File: config.mk
export PLATFORM = sky130hd
export DESIGN_NAME = i2c_master_transfer_sequencer
export DESIGN_NICKNAME = d
export VERILOG_FILES = /design/src/sv/i2cms_pkg.sv /design/src/sv/i2cms_buf.sv /design/src/sv/i2c_master_transfer_sequencer.sv
export SDC_FILE = /design/constraint.sdc
export NUM_CORES = 1
export LEC_CHECK = 0
export ABC_AREA = 1
export BUFFER_PORTS_ARGS = -buffer_cell sky130_fd_sc_hd__buf_2
export CAP_MARGIN = 15
export CORE_MARGIN = 1.5
export CORE_UTILIZATION = 30
export CTS_BUF_LIST = sky130_fd_sc_hd__clkbuf_4 sky130_fd_sc_hd__clkbuf_8
export DETAILED_ROUTE_END_ITERATION = 12
export SYNTH_ARGS = -nofsm -noshare
export SYNTH_HDL_FRONTEND = slang
export SYNTH_SLANG_ARGS = --single-unit
export TNS_END_PERCENT = 30
File: constraint.sdc
create_clock -name clk -period 2.8 [get_ports clk]
set_input_delay 0.28 -clock clk [delete_from_list [all_inputs] [get_ports clk]]
set_output_delay 0.28 -clock clk [all_outputs]
set_load 0.1 [all_outputs]
File: src/sv/i2cms_pkg.sv
package i2cms_pkg;

    // Default depth of the message buffer.
    localparam int BUF_SIZE_DEFAULT = 16;

    // Operation codes carried on the input tuser.
    localparam logic [2:0] OP_WRITE_BUF = 3'd0;
    localparam logic [2:0] OP_START     = 3'd1;
    localparam logic [2:0] OP_RESEND    = 3'd2;
    localparam logic [2:0] OP_BUS_EVENT = 3'd3;
    localparam logic [2:0] OP_READ_BUF  = 3'd4;

    // Bus status codes with the prescaler bits cleared.
    localparam logic [7:0] NO_STATE_CODE    = 8'hF8;
    localparam logic [7:0] ST_START         = 8'h08;
    localparam logic [7:0] ST_REP_START     = 8'h10;
    localparam logic [7:0] ST_MTX_ADR_ACK   = 8'h18;
    localparam logic [7:0] ST_MTX_DATA_ACK  = 8'h28;
    localparam logic [7:0] ST_ARB_LOST      = 8'h38;
    localparam logic [7:0] ST_MRX_ADR_ACK   = 8'h40;
    localparam logic [7:0] ST_MRX_DATA_ACK  = 8'h50;
    localparam logic [7:0] ST_MRX_DATA_NACK = 8'h58;

    // One result word, first member in the highest bits.
    typedef struct packed {
        logic       pad;
        logic [7:0] read_data;
        logic [7:0] error_status;
        logic       transfer_ok;
        logic       clear_flag;
        logic       send_stop;
        logic       send_start;
        logic       send_ack;
        logic       irq_enable;
        logic       tx_load;
        logic [7:0] tx_byte;
    } result_t;

endpackage

File: src/sv/i2cms_buf.sv
module i2cms_buf #(
    parameter int DEPTH = 16
) (
    input  logic                     clk,
    input  logic                     wr_en,
    input  logic [$clog2(DEPTH)-1:0] wr_addr,
    input  logic [7:0]               wr_data,
    input  logic                     rd_en,
    input  logic [$clog2(DEPTH)-1:0] rd_addr_a,
    input  logic [$clog2(DEPTH)-1:0] rd_addr_b,
    output logic [7:0]               rd_data_a,
    output logic [7:0]               rd_data_b
);

    logic [7:0] mem [DEPTH];
    logic [7:0] rd_data_a_reg;
    logic [7:0] rd_data_b_reg;

    // One write port and two registered read ports; a read of the address
    // being written in the same cycle returns the new byte.
    always_ff @(posedge clk)
    begin
        if (wr_en)
        begin
            mem[wr_addr] <= wr_data;
        end
        if (rd_en)
        begin
            rd_data_a_reg <= (wr_en && wr_addr == rd_addr_a) ? wr_data : mem[rd_addr_a];
            rd_data_b_reg <= (wr_en && wr_addr == rd_addr_b) ? wr_data : mem[rd_addr_b];
        end
    end

    assign rd_data_a = rd_data_a_reg;
    assign rd_data_b = rd_data_b_reg;

endmodule

File: src/sv/i2c_master_transfer_sequencer.sv
// Channel  | Direction | Contents
// s_*      | in        | tuser: operation; tdata: buf_index, data_byte, message_length,
//          |           |        status_code
// m_*      | out       | tdata: tx_byte, tx_load, irq_enable, send_ack, send_start,
//          |           |        send_stop, clear_flag, transfer_ok, error_status, read_data
//
// One word is accepted every cycle while the output does not stall; the buffer lookup
// fills the input register (which also holds the buffer read data), the sequencing
// decision fills the result register, and the result leaves from there.
// Reset clears pointer, length, flags and valid bits; the buffer is not cleared.
// A stalled output holds the result and stops the input register, which then
// holds its word while the input side stalls.
module i2c_master_transfer_sequencer
    import i2cms_pkg::*;
#(
    parameter int BUF_SIZE = BUF_SIZE_DEFAULT
) (
    input  logic        clk,
    input  logic        rst_n,
    input  logic        s_tvalid,
    output logic        s_tready,
    input  logic [31:0] s_tdata,   // buf_index, data_byte, message_length, status_code, zeros
    input  logic [2:0]  s_tuser,   // operation
    output logic        m_tvalid,
    input  logic        m_tready,
    output logic [31:0] m_tdata    // tx_byte, tx_load, irq_enable, send_ack, send_start,
                                   // send_stop, clear_flag, transfer_ok, error_status,
                                   // read_data, zero
);

    localparam int AW = $clog2(BUF_SIZE);
    localparam int PW = $clog2(BUF_SIZE + 1);
    localparam int CW = ((PW > 5) ? PW : 5) + 1;

    // Input register and its handshake.
    logic       s1_valid_reg;
    logic [2:0] s1_op_reg;
    logic [3:0] s1_idx_reg;
    logic [7:0] s1_data_reg;
    logic [4:0] s1_len_reg;
    logic [7:0] s1_code_reg;

    // Result register.
    logic    out_valid_reg;
    result_t res_reg;
    result_t res_next;

    // Sequencer state.
    logic [PW-1:0] ptr_reg;
    logic [PW-1:0] ptr_next;
    logic [PW-1:0] len_reg;
    logic [PW-1:0] len_next;
    logic          succ_reg;
    logic          succ_next;
    logic [7:0]    err_reg;
    logic [7:0]    err_next;
    logic          busy_reg;
    logic          busy_next;

    // Buffer access.
    logic          buf_wr_en;
    logic [AW-1:0] buf_wr_addr;
    logic [7:0]    buf_wr_data;
    logic          buf_rd_en;
    logic [AW-1:0] rd_addr_idx;
    logic [AW-1:0] rd_addr_ptr;
    logic [7:0]    rd_data_idx;
    logic [7:0]    rd_data_ptr;

    logic          accept;
    logic          advance;
    logic [PW-1:0] ptr_eff;
    logic [7:0]    in_code;
    logic          in_is_start;

    logic [CW-1:0] buf_c;
    logic          idx_ok;
    logic          ptr_ok;
    logic [PW-1:0] ev_ptr;
    logic [PW-1:0] rx_ptr;

    // Handshake: the input register moves on when the result register is free.
    assign advance  = s1_valid_reg && (!out_valid_reg || m_tready);
    assign s_tready = !s1_valid_reg || advance;
    assign accept   = s_tvalid && s_tready;
    assign m_tvalid = out_valid_reg;
    assign m_tdata  = res_reg;

    // Buffer reads are issued with the incoming word, using the pointer as the
    // word now finishing leaves it.
    assign ptr_eff     = advance ? ptr_next : ptr_reg;
    assign in_code     = s_tdata[24:17];
    assign in_is_start = (in_code == ST_START) || (in_code == ST_REP_START);
    assign buf_rd_en   = accept;
    assign rd_addr_idx = AW'(s_tdata[3:0]);
    assign rd_addr_ptr = in_is_start ? '0 : AW'(ptr_eff);

    i2cms_buf #(
        .DEPTH (BUF_SIZE)
    ) u_buf (
        .clk       (clk),
        .wr_en     (buf_wr_en),
        .wr_addr   (buf_wr_addr),
        .wr_data   (buf_wr_data),
        .rd_en     (buf_rd_en),
        .rd_addr_a (rd_addr_idx),
        .rd_addr_b (rd_addr_ptr),
        .rd_data_a (rd_data_idx),
        .rd_data_b (rd_data_ptr)
    );

    assign buf_c  = CW'(BUF_SIZE);
    assign idx_ok = CW'(s1_idx_reg) < buf_c;
    assign ptr_ok = CW'(ptr_reg) < buf_c;
    assign ev_ptr = ((s1_code_reg == ST_START) || (s1_code_reg == ST_REP_START)) ?
                    '0 : ptr_reg;
    assign rx_ptr = ((s1_code_reg == ST_MRX_DATA_ACK) && ptr_ok) ?
                    PW'(CW'(ptr_reg) + CW'(1)) : ptr_reg;

    // Decision for the word in the input register.
    always_comb
    begin
        ptr_next    = ptr_reg;
        len_next    = len_reg;
        succ_next   = succ_reg;
        err_next    = err_reg;
        busy_next   = busy_reg;
        buf_wr_en   = 1'b0;
        buf_wr_addr = AW'(s1_idx_reg);
        buf_wr_data = s1_data_reg;
        res_next    = '0;

        unique case (s1_op_reg)
            OP_WRITE_BUF:
            begin
                buf_wr_en = advance && !busy_reg && idx_ok;
            end
            OP_START, OP_RESEND:
            begin
                if (!busy_reg)
                begin
                    if (s1_op_reg == OP_START)
                    begin
                        len_next = (CW'(s1_len_reg) > buf_c) ? PW'(BUF_SIZE)
                                                             : PW'(s1_len_reg);
                    end
                    succ_next           = 1'b0;
                    err_next            = NO_STATE_CODE;
                    busy_next           = 1'b1;
                    res_next.send_start = 1'b1;
                    res_next.clear_flag = 1'b1;
                end
            end
            OP_READ_BUF:
            begin
                if (idx_ok)
                begin
                    res_next.read_data = rd_data_idx;
                end
            end
            OP_BUS_EVENT:
            begin
                if (busy_reg)
                begin
                    unique case (s1_code_reg)
                        ST_START, ST_REP_START, ST_MTX_ADR_ACK, ST_MTX_DATA_ACK:
                        begin
                            res_next.clear_flag = 1'b1;
                            if (ev_ptr < len_reg)
                            begin
                                res_next.tx_byte = rd_data_ptr;
                                res_next.tx_load = 1'b1;
                                ptr_next         = PW'(CW'(ev_ptr) + CW'(1));
                            end
                            else
                            begin
                                ptr_next           = ev_ptr;
                                succ_next          = 1'b1;
                                busy_next          = 1'b0;
                                res_next.send_stop = 1'b1;
                            end
                        end
                        ST_MRX_DATA_ACK, ST_MRX_ADR_ACK:
                        begin
                            buf_wr_en   = advance && ptr_ok &&
                                          (s1_code_reg == ST_MRX_DATA_ACK);
                            buf_wr_addr = AW'(ptr_reg);
                            ptr_next    = rx_ptr;
                            res_next.clear_flag = 1'b1;
                            res_next.send_ack   = (CW'(rx_ptr) + CW'(1)) < CW'(len_reg);
                        end
                        ST_MRX_DATA_NACK:
                        begin
                            buf_wr_en           = advance && ptr_ok;
                            buf_wr_addr         = AW'(ptr_reg);
                            succ_next           = 1'b1;
                            busy_next           = 1'b0;
                            res_next.clear_flag = 1'b1;
                            res_next.send_stop  = 1'b1;
                        end
                        ST_ARB_LOST:
                        begin
                            res_next.clear_flag = 1'b1;
                            res_next.send_start = 1'b1;
                        end
                        default:
                        begin
                            err_next  = s1_code_reg;
                            busy_next = 1'b0;
                        end
                    endcase
                end
            end
            default:
            begin
                // Unused operation codes change nothing.
            end
        endcase

        res_next.irq_enable   = busy_next;
        res_next.transfer_ok  = succ_next;
        res_next.error_status = err_next;
    end

    // Control state and valid bits.
    always_ff @(posedge clk or negedge rst_n)
    begin
        if (!rst_n)
        begin
            s1_valid_reg  <= 1'b0;
            out_valid_reg <= 1'b0;
            ptr_reg       <= '0;
            len_reg       <= '0;
            succ_reg      <= 1'b0;
            err_reg       <= NO_STATE_CODE;
            busy_reg      <= 1'b0;
        end
        else
        begin
            if (s_tready)
            begin
                s1_valid_reg <= s_tvalid;
            end
            if (advance)
            begin
                out_valid_reg <= 1'b1;
                ptr_reg       <= ptr_next;
                len_reg       <= len_next;
                succ_reg      <= succ_next;
                err_reg       <= err_next;
                busy_reg      <= busy_next;
            end
            else if (m_tready)
            begin
                out_valid_reg <= 1'b0;
            end
        end
    end

    // Payload registers.
    always_ff @(posedge clk)
    begin
        if (accept)
        begin
            s1_op_reg   <= s_tuser;
            s1_idx_reg  <= s_tdata[3:0];
            s1_data_reg <= s_tdata[11:4];
            s1_len_reg  <= s_tdata[16:12];
            s1_code_reg <= s_tdata[24:17];
        end
        if (advance)
        begin
            res_reg <= res_next;
        end
    end

endmodule
==> impl_metrics.csv, run 1 <==
group,metric,value,unit
run_status,run_status,"finished with violations",
run_status,violations,"setup timing",
drt,drt_iter0_markers,932,
grt,grt_util_met3,3.73,%
synthesis,synth_area_leader_cell,"edfxtp_1",
drt,wl,37.0,mm
synthesis,yosysWarnings,0,
drt,ant_nets,0,
timing,slew_headroom,35.8,%
place,dp_hpwl,25.1,mm
timing,finalHoldViolations,0,
cells_and_area,largest_reg_flops,128,
synthesis,post_synth.cell_area_avg,9.30,µm²
floorplanning,io_pins,73,
worst_setup_path,crit_path_start_kind,"flip-flop",
synthesis,ys_types,51,
grt,overflow,0,
cells_and_area,utilization,39.3,%
floorplanning,core,38500,µm²
cells_and_area,area_growth,29.6,%
pwr,vdd_drop_max,0.265,mV
clock_tree,cts_buffers,40,
synthesis,syn-num-nets,1304,
timing,hold-worst-slack,93.8,ps
worst_setup_path,worstPathMaxFanout,8,
clock_tree,clockRootBuffer,"clkbuf_8",
cells_and_area,stdcell_area,15100,µm²
clock_tree,htree_levels,2,
cells_and_area,max_flop_register,"u_buf.mem",
clock_tree,clk_pin_slew,70,ps
floorplanning,fp.dieW,200,µm
grt,grt_use_total,18.2,%
place,dpl-instance-area,13200,µm²
synthesis,synthTopCellsByArea,"edfxtp_1 52%, nand2_1 6.4%, inv_1 5.9%",
floorplanning,initial_core_util,30.3,%
clock_tree,cts_sinks,225,
timing,rsz0062_at_grt,"yes",
grt,antenna_found_initial,0,
timing,period_needed,3140,ps
worst_setup_path,crit_type,"flip-flop to flip-flop",
synthesis,syn_area,11700,µm²
drt,wl_per_cell,18.6,µm
cells_and_area,fin_nets,1491,
drt,drc_errors,0,
timing,setup_violations,12,
timing,finalCritPeriodShare,112,%
timing,worst_clock_skew,34.1,ps
grt,grt_pass1_wl,56.8,mm
grt,grt_max_degree,57,
synthesis,yosysSeqAreaShare,57.0,%
min_path,hp-class,"primary input to flip-flop",
synthesis,synth.top_cell.area_share,52.3,%
synthesis,synth_most_common_cell,"edfxtp_1",
timing,drv_slew,0,
synthesis,ys_ff_latch,225,
synthesis,synthTopCellsByCount,"203 x edfxtp_1, 198 x nand2_1, 182 x inv_1",
cells_and_area,n_fill_cell,3751,
clock_tree,clock_latency,580,ps
clock_tree,clockBufferDepth,3,
timing,worst_slack,-336,ps
pwr,p_leak,6.36,nW
timing,timing.fmax,319,MHz
grt,use_met2,28.7,%
synthesis,async_reset_ff_share,9.78,%
place,place.gp.congestion,0.948,
drt,vias_per_cell,4.98,
worst_setup_path,cp.required,3140,ps
cells_and_area,layout-drive-gt1-share,26.6,%
place,pre_cts_ws,-464,ps
synthesis,synth-edff-count,203,
worst_setup_path,endpoint_kind,"flip-flop",
timing,worstMarginPinSlew,963,ps
floorplanning,fp.dieArea,40100,µm²
cells_and_area,n_antenna_cell,0,
clock_tree,cts_tree,"yes",
grt,grt_pass1_vias,9653,
pwr,power_density,652,nW/µm²
grt,grt.met1_usage,24.5,%
worst_setup_path,cp.arrival,3470,ps
drt,first_pass_iters,5,
floorplanning,dieHeight,200,µm
run,cap_violations,0,
floorplanning,rows,72,
synthesis,synth_ff_type,"edfxtp_1",
grt,busiest_layer,"met2",
timing,fin_setup_tns,-2550,ps
synthesis,syn_inst,1254,
place,port_buffers,64,
drt,vias,9911,
-- cells in the final DEF (no fill, tap or decap), types with 12 or more instances in the layout --
| master | n |
|---|---|
| nand2_1 | 170 |
| inv_2 | 17 |
| nand2_4 | 14 |
| buf_12 | 13 |
| nor2_4 | 15 |
| a21oi_1 | 63 |
| clkbuf_8 | 46 |
| edfxtp_1 | 203 |
| buf_2 | 64 |
| buf_4 | 87 |
| dlygate4sd3_1 | 28 |
| dfrtp_1 | 16 |
| inv_1 | 179 |
| nand3_1 | 111 |
| buf_6 | 14 |
| nand2_2 | 24 |
| nand4_1 | 78 |
| nor2_1 | 72 |
| o21ai_0 | 103 |
| clkbuf_4 | 12 |
| nand3_2 | 21 |
-- area by class of cell --
| type | instances | area (µm²) | share of cell area, % |
|---|---|---|---|
| repair buffers | 209 | 1740 | 11.5 |
| inverters | 202 | 772 | 5.11 |
| multi-input cells | 763 | 4440 | 29.4 |
| well taps | 518 | 648 | 4.29 |
| flip-flops and latches | 225 | 6650 | 44.0 |
| clock inverters | 15 | 136 | 0.902 |
| clock buffers | 58 | 723 | 4.78 |
-- power by group --
part / leakage (nW) / total, W / switching [W] / internal, W
registers: 2.13 / 0.00417 / 0.000165 / 0.00400
logic: 3.77 / 0.00241 / 0.00165 / 0.000760
clock network: 0.453 / 0.00328 / 0.00142 / 0.00186
-- worst max-delay path, cell delays in order (launching register included) --
cell and delay [ps]:
edfxtp_1 440, inv_1 100, nand2_2 80, nor2_4 130
nand2_4 70, nand2_4 80, buf_6 110, nor2_4 30
ha_1 270, nand2_1 60, nor2_2 120, nand2_2 90
nand2_4 90, buf_6 120, inv_4 40, nand2_2 50
a21oi_2 50, nand2_1 80, nand2_2 90, nand3_4 110
buf_12 130, clkinvlp_4 220, nand3_2 160, nand2_2 70
nand2_2 50, nand2_1 60
-- path summary, 6_finish.rpt --
check / depth (start not counted) / start / slack, ps / endpoint
worst max-delay path: 25 / s1_code_reg[4] / -340 / u_buf.rd_data_b[1]
worst min-delay path: 1 / s_tdata[3] / 90 / s1_idx_reg[3]
worst max register to register: 25 / s1_code_reg[4] / -340 / u_buf.rd_data_b[1]
worst min register to register: 2 / err_reg[3] / 470 / err_reg[3]
max in group asynchronous: 2 / rst_n / 2110 / m_tvalid
min in group asynchronous: 2 / rst_n / 250 / err_reg[2]
-- layer usage --
layer / up-vias / share of wire, %
li1: 4683 / -
met1: 4712 / 44
met2: 433 / 46
met3: 83 / 7.4
met4: 0 / 3.4
met5: - / 0
-- stage by stage --
stage / total power [W] / cells
6_report: 0.00986 / 1990
5_1_grt: 0.0103 / 1990
4_1_cts: 0.00970 / 1978
3_5_place_dp: 0.00629 / 1863
3_3_place_gp: 0.00626 / 1863
2_1_floorplan: 0.00564 / 1254
-- cell families (layout without fill, tap and decap cells) --
logic type | count (synthesis) | after routing | synth area share, %
AOI/OAI and AO/OA | 210 | 210 | 9.92
adders and majority gates | 11 | 11 | 1.18
and+or+nand+nor | 531 | 531 | 22.0
DFF | 225 | 225 | 57.0
buffers and inverters | 266 | 484 | 8.99
other | 1 | 1 | 0.0322
xor gates and xnor gates | 10 | 10 | 0.880
-- what timing repair did --
item	4_1_cts	5_1_grt
setup buffers	11	12
hold endpoints to repair	43	0
setup endpoints to repair	17	72
pin swaps	23	31
gates resized for setup	52	66
hold buffers	28	0
gates cloned	3	0
No activity file was read; power rests on OpenSTA's default activity.
==> run 2: changes to the inputs <==
Settings changed: REMOVE_ABC_BUFFERS from default to 1.
==> run 2 against run 1 <==
  * The run still ends with setup timing left
  * Hold slack got worse by 56 ps
  * Wire length is 2.3% lower
  * Sequential power about the same
  * Highest routed layer unchanged
==> impl_metrics.csv, run 2 (synthesized netlist as in run 1, its figures left out) <==
group,metric,value,unit
run_status,run_status,"finished with violations",
run_status,violations,"setup timing",
cells_and_area,stdcell_area,15000,µm²
timing,rsz0062_at_grt,"yes",
run,cap_violations,0,
place,dpl-instance-area,13200,µm²
timing,worst_slack,-339,ps
grt,use_met2,28.6,%
floorplanning,io_pins,73,
grt,grt.met1_usage,23.7,%
worst_setup_path,critical-path-top-delay-family,"simple AND/OR/NAND/NOR gates",
timing,worst_clock_skew,15.1,ps
min_path,worstHoldStart,"m_tready",
drt,wl_per_cell,18.2,µm
cells_and_area,multi_input_area,4350,µm²
cells_and_area,fin_cells,1993,
cells_and_area,n_fill_cell,3731,
cells_and_area,area_growth,28.4,%
drt,wl,36.2,mm
cells_and_area,max_flop_register,"u_buf.mem",
worst_setup_path,cp.required,3100,ps
drt,drt_iter0_markers,1051,
worst_setup_path,cp.arrival,3440,ps
clock_tree,clockBufferDepth,3,
timing,period_needed,3140,ps
floorplanning,initial_core_util,30.3,%
pwr,vdd_drop_max,0.250,mV
clock_tree,clock_latency,540,ps
worst_setup_path,worstPathMaxFanout,7,
grt,grt_util_met3,2.62,%
cells_and_area,fin_nets,1496,
timing,timing.fmax,319,MHz
drt,vias,9935,
timing,worstMarginPinSlew,836,ps
drt,first_pass_iters,8,
place,port_buffers,64,
pwr,p_leak,6.28,nW
worst_setup_path,crit_path_start_kind,"flip-flop",
timing,drv_slew,0,
cells_and_area,mostFrequentLayoutCell,"edfxtp_1",
place,placedCellCount,1873,
cells_and_area,layout-drive-gt1-share,26.5,%
worst_setup_path,endpoint_kind,"flip-flop",
worst_setup_path,crit_type,"flip-flop to flip-flop",
worst_setup_path,crit_chain,"inv_1 > nand2_2 > nor2_2 > nand2_2 > nand2_4 > nor2_1 > ha_1 > nand2_2 > o21a_2 > nand2_4 > nand2_2 > nand3_2 > nand2_4 > nand3_4 > clkbuf_16 > nand2_1 > nand3_1 > nand2_1 > nand2_1 > nand3_2 > nand2_1 > nand2_1 > nand2_1",
grt,busiest_layer,"met2",
grt,antenna_found_initial,0,
worst_setup_path,cpPeakStageDelay,440,ps
timing,finalHoldViolations,0,
grt,grt_use_total,17.5,%
floorplanning,fp.dieArea,40100,µm²
drt,drc_errors,0,
clock_tree,htree_levels,2,
worst_setup_path,cp_num_buf_inv,2,
grt,grt_pass1_wl,55.1,mm
grt,grt_pass1_vias,9705,
min_path,hp-class,"primary input to flip-flop",
place,pre_cts_ws,-501,ps
place,dp_hpwl,23.9,mm
grt,grt_max_degree,99,
worst_setup_path,worstSetupStartpoint,"s1_code_reg[4]",
grt,overflow,0,
drt,ant_nets,0,
clock_tree,cts_buffers,38,
pwr,power_density,639,nW/µm²
cells_and_area,final_cell_mix,"203 x edfxtp_1, 179 x inv_1, 169 x nand2_1, 113 x nand3_1, 106 x buf_4",
worst_setup_path,r2r_start,"s1_code_reg[4]",
clock_tree,cts_tree,"yes",
drt,vias_per_cell,4.98,
place,place.gp.congestion,0.890,
clock_tree,clockRootBuffer,"clkbuf_8",
timing,hold-worst-slack,37.5,ps
timing,slew_headroom,44.3,%
clock_tree,cts_sinks,225,
timing,finalCritPeriodShare,112,%
floorplanning,rows,72,
cells_and_area,largest_reg_flops,128,
clock_tree,clk_pin_slew,60,ps
worst_setup_path,slowest_stage,"edfxtp_1",
floorplanning,fp.dieW,200,µm
pwr,power,0.00957,W
cells_and_area,regArea,6650,µm²
floorplanning,dieHeight,200,µm
timing,setup_violations,8,
worst_setup_path,cp_common_cell,"nand2_1",
floorplanning,core,38500,µm²
==> run 2: cell type report <==
| class | count | area share [%] |
|---|---|---|
| sequential | 225 | 44.4 |
| inverter | 202 | 5.11 |
| clock inverter | 18 | 1.04 |
| clock buffer | 50 | 4.22 |
| timing repair buffer | 216 | 11.8 |
| multi-input combinational | 763 | 29.0 |
| tap | 518 | 4.33 |
| antenna | 1 | 0.0167 |
==> run 2: final timing paths <==
check                                      to  cells past startpoint  slack (ps)
min in group asynchronous          len_reg[2]                      2         270
max in group asynchronous          ptr_reg[0]                      2        2140
min                                  m_tvalid                      4          40
max reg2reg                u_buf.rd_data_b[7]                     23        -340
max                        u_buf.rd_data_b[7]                     23        -340
min reg2reg                        err_reg[5]                      2         470
==> run 2: layer usage <==
layer / vias up / share of wire (%)
met2: 460 / 46
met5: - / 0
met3: 93 / 7.6
li1: 4684 / -
met4: 0 / 3.2
met1: 4698 / 43
==> run 2: repair_timing <==
action,CTS,global route
setup endpoints to repair,19,76
pin swaps,11,27
endpoints found under the hold margin,42,0
gates cloned,0,5
hold buffers,26,0
setup buffers,7,13
resized for setup,34,69
==> run 2: power breakdown <==
part / switching [W] / internal (W)
clock: 0.00137 / 0.00175
combinational: 0.00160 / 0.000696
sequential: 0.000155 / 0.00400
total: 0.00312 / 0.00645
==> run 2: through the flow <==
stage                     util [%]  setup TNS [ps]
after floorplan                  -         -150480
after global placement        34.4           -2880
after detailed placement      34.4           -4340
after CTS                     37.6           -2350
after global routing          38.9           -5000
final                         38.9           -2620
==> run 2: tightest hold or removal path: cells and delay by family <==
| family | cells | cell delay, ps |
|---|---|---|
| buffers and inverters | 2 | 110 |
| and+or+nand+nor | 2 | 140 |
